==> src/hdl/crik_isqrt.sv <==
`timescale 1ns / 1ps
// Pipelined integer floor square root, one result bit per register stage.
// Stage loads come from the caller's valid chain; no package dependencies.
module crik_isqrt #(
    parameter int ROOT_W = 26
) (
    input  logic                  aclk,
    input  logic [ROOT_W-1:0]     stage_ld,   // load enable per stage, stage 0 first
    input  logic [2*ROOT_W-1:0]   rad_in,
    output logic [ROOT_W-1:0]     root_out
);

    localparam int RAD_W = 2 * ROOT_W;
    localparam int REM_W = ROOT_W + 2;

    logic [RAD_W-1:0]  rad_reg  [ROOT_W];
    logic [REM_W-1:0]  rem_reg  [ROOT_W];
    logic [ROOT_W-1:0] root_reg [ROOT_W];

    logic [RAD_W-1:0]  rad_next  [ROOT_W];
    logic [REM_W-1:0]  rem_next  [ROOT_W];
    logic [ROOT_W-1:0] root_next [ROOT_W];

    logic [RAD_W-1:0]  rad_prev  [ROOT_W];
    logic [REM_W-1:0]  rem_prev  [ROOT_W];
    logic [ROOT_W-1:0] root_prev [ROOT_W];
    logic [REM_W-1:0]  rem_shift [ROOT_W];
    logic [REM_W-1:0]  trial     [ROOT_W];
    logic              fits      [ROOT_W];

    // One restoring step per stage: bring in two radicand bits, try root*4+1
    always_comb begin
        for (int k = 0; k < ROOT_W; k++) begin
            if (k == 0) begin
                rad_prev[k]  = rad_in;
                rem_prev[k]  = '0;
                root_prev[k] = '0;
            end else begin
                rad_prev[k]  = rad_reg[(k == 0) ? 0 : k-1];
                rem_prev[k]  = rem_reg[(k == 0) ? 0 : k-1];
                root_prev[k] = root_reg[(k == 0) ? 0 : k-1];
            end
            rem_shift[k] = {rem_prev[k][REM_W-3:0], rad_prev[k][RAD_W-1 -: 2]};
            trial[k]     = {root_prev[k], 2'b01};
            fits[k]      = (rem_shift[k] >= trial[k]);
            rem_next[k]  = fits[k] ? (rem_shift[k] - trial[k]) : rem_shift[k];
            root_next[k] = {root_prev[k][ROOT_W-2:0], fits[k]};
            rad_next[k]  = {rad_prev[k][RAD_W-3:0], 2'b00};
        end
    end

    // Advance each stage when its load enable is high
    always_ff @(posedge aclk) begin
        for (int k = 0; k < ROOT_W; k++) begin
            if (stage_ld[k]) begin
                rad_reg[k]  <= rad_next[k];
                rem_reg[k]  <= rem_next[k];
                root_reg[k] <= root_next[k];
            end
        end
    end

    assign root_out = root_reg[ROOT_W-1];

endmodule

==> config.mk <==
export PLATFORM = sky130hd
export DESIGN_NAME = crik_isqrt
export DESIGN_NICKNAME = d
export VERILOG_FILES = /design/src/hdl/crik_isqrt.sv
export SDC_FILE = /design/constraint.sdc
export NUM_CORES = 2
export LEC_CHECK = 0
export BUFFER_PORTS_ARGS = -buffer_cell sky130_fd_sc_hd__buf_4
export CAP_MARGIN = 20
export CORE_UTILIZATION = 30
export DETAILED_ROUTE_END_ITERATION = 10
export PLACE_DENSITY = 0.52
export SLEW_MARGIN = 10
export SYNTH_ARGS = -nofsm -noshare
export SYNTH_HDL_FRONTEND = slang
export SYNTH_SLANG_ARGS = --single-unit
==> constraint.sdc <==
create_clock -name aclk -period 5.6 [get_ports aclk]
set_input_delay 0.56 -clock aclk [delete_from_list [all_inputs] [get_ports aclk]]
set_output_delay 0.56 -clock aclk [all_outputs]
set_load 0.05 [all_outputs]
# After elaboration in Yosys (flattened, before gate mapping)
# Memories as Yosys holds them, arrays and structs flattened.
# Cells that the tools add are included.
# op_classes
addsub,26
order_cmp,26
mux,78
# op_table
operator,n
2-to-1 mux 28 bit,26
>= comparator 28 bit,25
subtractor 28 bit,25
2-to-1 mux 1 bit,52
subtractor 2 x 1 -> 3 bit (second input constant),1
>= comparator 2 x 1 -> 1 bit (second input constant),1
# totals
out_inout_bits,26
reg_bits,0
in_bits,79
mem_bits_rw,2704
wordCells,133
mem_count,3
# memory_table
name,depth,word_bits,read_ports,rd_clocked_by_memory_dff,write_ports,line_no,text
rad_reg,26,50,25,0,26,16,logic [RAD_W-1:0] rad_reg [ROOT_W];
rem_reg,26,28,25,0,26,17,logic [REM_W-1:0] rem_reg [ROOT_W];
root_reg,26,26,26,0,26,18,logic [ROOT_W-1:0] root_reg [ROOT_W];

# Longest topological paths before layout
# An unclocked memory read counts as a cell.
# depth
word_depth,3
depth_mapped,15
ltp_nobuf,12

# Least setup slack after synthesis
# Ideal clock, no wire load.
# synth_path
kind,reg2reg
from,memory rem_reg[1][196] (netlist name)
to,memory rem_reg[1][243] (netlist name) (data pin)
arrival_time_ns,2.766
setup_slack_ns,2.575
setup_ns,0.260
path_buffers,2
period_less_slack_ns,3.025
required_time_ns,5.340
stages_incl_launch_ff,13
path_cell_list,edfxtp_1 -> ha_1 -> nor2b_1 -> o21a_1 -> o21ai_0 -> a211oi_1 -> nor2_1 -> o21a_1 -> o21a_1 -> o211a_1 -> buf_2 -> buf_2 -> mux2_2
# synth_lines
element,line_no
"start, declared",17

==> flow_summary.json <==
{
  "required_ns": 6.16,
  "core_um2": 249000,
  "die_area_um2": 252000,
  "fill_cells": 24171,
  "synth_top_area_frac": 0.647,
  "die_x_um": 502,
  "grtUsageTotal": 0.124,
  "syn_area_um2": 75100,
  "setup_viol": 0,
  "synth_nets": 6181,
  "detail-route-antenna-nets": 0,
  "antenna_found_initial": 2,
  "p_leak_uw": 0.0326,
  "post-route-drc-count": 0,
  "synthSimpleGateAreaFrac": 0.0964,
  "dp_hpwl_mm": 116,
  "cts.hold.buffers_added": 55,
  "fmax_ghz": 0.244,
  "io_pins": 105,
  "vias": 43865,
  "crit_slowest_cell": "inv_1",
  "largest_reg_flops": 650,
  "synthArstFlopShare": 0,
  "skew_ns": 0.0621,
  "nets": 6444,
  "report.final.slew_viol_count": 0,
  "synth_edf_count": 1616,
  "grt_pass1_vias": 43884,
  "yosysUniqueCellTypes": 91,
  "yosysMostFrequentCell": "edfxtp_1",
  "endpoint_kind": "register",
  "clkLatencyLatePin_ns": 0.83,
  "synth_seq_area_share": 0.647,
  "placementRows": 183,
  "critical_path.max_fanout": 23,
  "drv_cap": 0,
  "start_kind": "register",
  "htreeDepth": 4,
  "synthTopCellsByCount": "1616 x edfxtp_1, 468 x inv_1, 387 x a21oi_1, 379 x ha_1, 362 x nor2_1",
  "arrival_ns": 4.67,
  "rsz0062_at_grt": "no",
  "cts_resized": 0,
  "clock_path_buffers": 3,
  "path_clk_slew_ns": 0.06,
  "layout_setup_ws_ns": 1.50,
  "status": "complete, no violations",
  "grt_pass1_wl_mm": 246,
  "io_buffers": 104,
  "yosys_warnings": 0,
  "via_per_inst": 4.63,
  "drt-pass1-iter-count": 6,
  "syn_to_final_growth_pct": 15.3,
  "synth_flop_cell": "edfxtp_1",
  "synthAdderAreaFrac": 0.0632,
  "synth_xor_area_frac": 0.0594,
  "synth_top_family_by_area": "simple AND/OR/NAND/NOR gates",
  "syn_inst": 5723,
  "wl_mm": 157,
  "slew_headroom": 0.305,
  "postCtsSetupBuffers": 0,
  "cts_tree": "yes",
  "die_y_um": 502,
  "muxShareOfSynthArea": 0.0111,
  "cts_buffers": 177,
  "path_class": "reg -> reg",
  "total_power_uw": 35200,
  "start_util": 0.302,
  "hold_viol": 0,
  "synth_top_area_cell": "edfxtp_1",
  "grt_overflow_total": 0,
  "cts_root_buffer": "clkbuf_16",
  "drtIter0Drc": 2689,
  "synth_area_leaders": "edfxtp_1 65%, ha_1 6.3%, xnor2_1 3.2%, xor2_1 2.7%, a21oi_1 2.6%",
  "grt_max_degree": 75,
  "post_drt_wl_per_cell_um": 16.6,
  "gp_congestion": 0.849,
  "whs_ns": 0.0763,
  "dpl_worst_slack_ns": 1.52,
  "fin_tns_setup_ns": 0,
  "clock-sinks": 1616,
  "crit_chain": "ha_1 > nor2b_1 > o2111ai_1 > o211ai_1 > a221oi_1 > o31ai_1 > o21ai_0 > and3_1 > inv_1 > buf_4 > mux2_2",
  "fin_crit_ns": 4.10,
  "design_area_um2": 86500,
  "cp_slowest_stage_delay_ns": 0.61,
  "ir_worst_vdd_mv": 0.295,
  "synth_seq_cells": 1616,
  "tightest_slew_ns": 1.02,
  "finalCritPeriodShare": 0.733,
  "power.density_nw_per_um2": 406,
  "avgSynthCellArea_um2": 13.1,
  "place_area_um2": 79800,
  "drive_gt1_frac": 0.0908,
  "hp-class": "in -> reg",
  "synth_compound_area_frac": 0.0943
}
layer usage:
metal  up-vias  global-route usage  routed length, µm
li1      21737                   -                  -
met1     21034               0.155              70000
met2       807               0.215              77100
met3       287              0.0201               5510
met4         0              0.0421               4600
met5         -                   0                  0
through the flow:
stage / std cells / utilization
floorplan: 5723 / -
global placement: 9080 / 0.321
detailed placement: 9080 / 0.321
CTS: 9464 / 0.348
global route: 9467 / 0.348
finish: 9467 / 0.348
final timing paths:
| path | from | endpoint | slack (ns) | depth (start not counted) |
|---|---|---|---|---|
| min reg2reg | rad_reg[0][229] | rad_reg[0][281] | 0.40 | 0 |
| max | rem_reg[1][112] | rem_reg[1][155] | 1.50 | 11 |
| min | stage_ld[7] | root_reg[0][183] | 0.08 | 1 |
| max reg2reg | rem_reg[1][112] | rem_reg[1][155] | 1.50 | 11 |
area by class of cell:
type / count / area, µm² / area share
Clock buffer: 198 / 4510 / 0.0521
Antenna cell: 1 / 2.50 / 0.0000289
Sequential cell: 1616 / 48500 / 0.561
Multi-Input combinational cell: 3532 / 24400 / 0.282
Clock inverter: 131 / 1620 / 0.0187
Timing Repair Buffer: 187 / 1560 / 0.0180
Inverter: 472 / 1770 / 0.0205
Tap cell: 3330 / 4170 / 0.0481
cell usage in the layout, fill, tap and decap left out, types with 25 or more instances in the layout:
master / instances
o21ai_0: 274
o21a_1: 84
xor2_1: 235
bufinv_16: 25
nor4_1: 77
nor3_1: 123
nand2_1: 333
dlygate4sd3_1: 55
nor2b_1: 61
clkinv_1: 28
o31ai_1: 25
xnor2_1: 274
inv_1: 468
nand2b_1: 73
mux2_2: 71
and3_1: 40
clkbuf_16: 177
nand4_1: 65
or2_2: 30
ha_1: 379
nand3_1: 84
a21o_1: 130
buf_4: 131
a31oi_1: 31
nor2_1: 362
or3_1: 48
clkinv_2: 38
o21bai_1: 29
a211oi_1: 25
a21oi_1: 385
edfxtp_1: 1616
power breakdown:
| group | switching, µW | leakage, µW | internal (µW) |
|---|---|---|---|
| Sequential | 968 | 0.0155 | 15300 |
| Clock | 4980 | 0.00298 | 7050 |
| Combinational | 3910 | 0.0141 | 2940 |
logic make-up after synthesis:
family | count (synthesis)
buffers and inverters | 575
xor gates and xnor gates | 509
other | 1
adders and majority gates | 379
AOI/OAI and AO/OA | 1140
DFF | 1616
muxes | 74
and+or+nand+nor | 1429
critical path: cells and delay by family, from the launching register on:
family | cells | cell delay [ns]
compound gates | 5 | 1.31
buf+inv | 2 | 0.95
simple gates | 2 | 0.48
flops | 1 | 0.39
fa+ha+maj | 1 | 0.36
mux | 1 | 0.36
(Power assumes the default switching activity.)
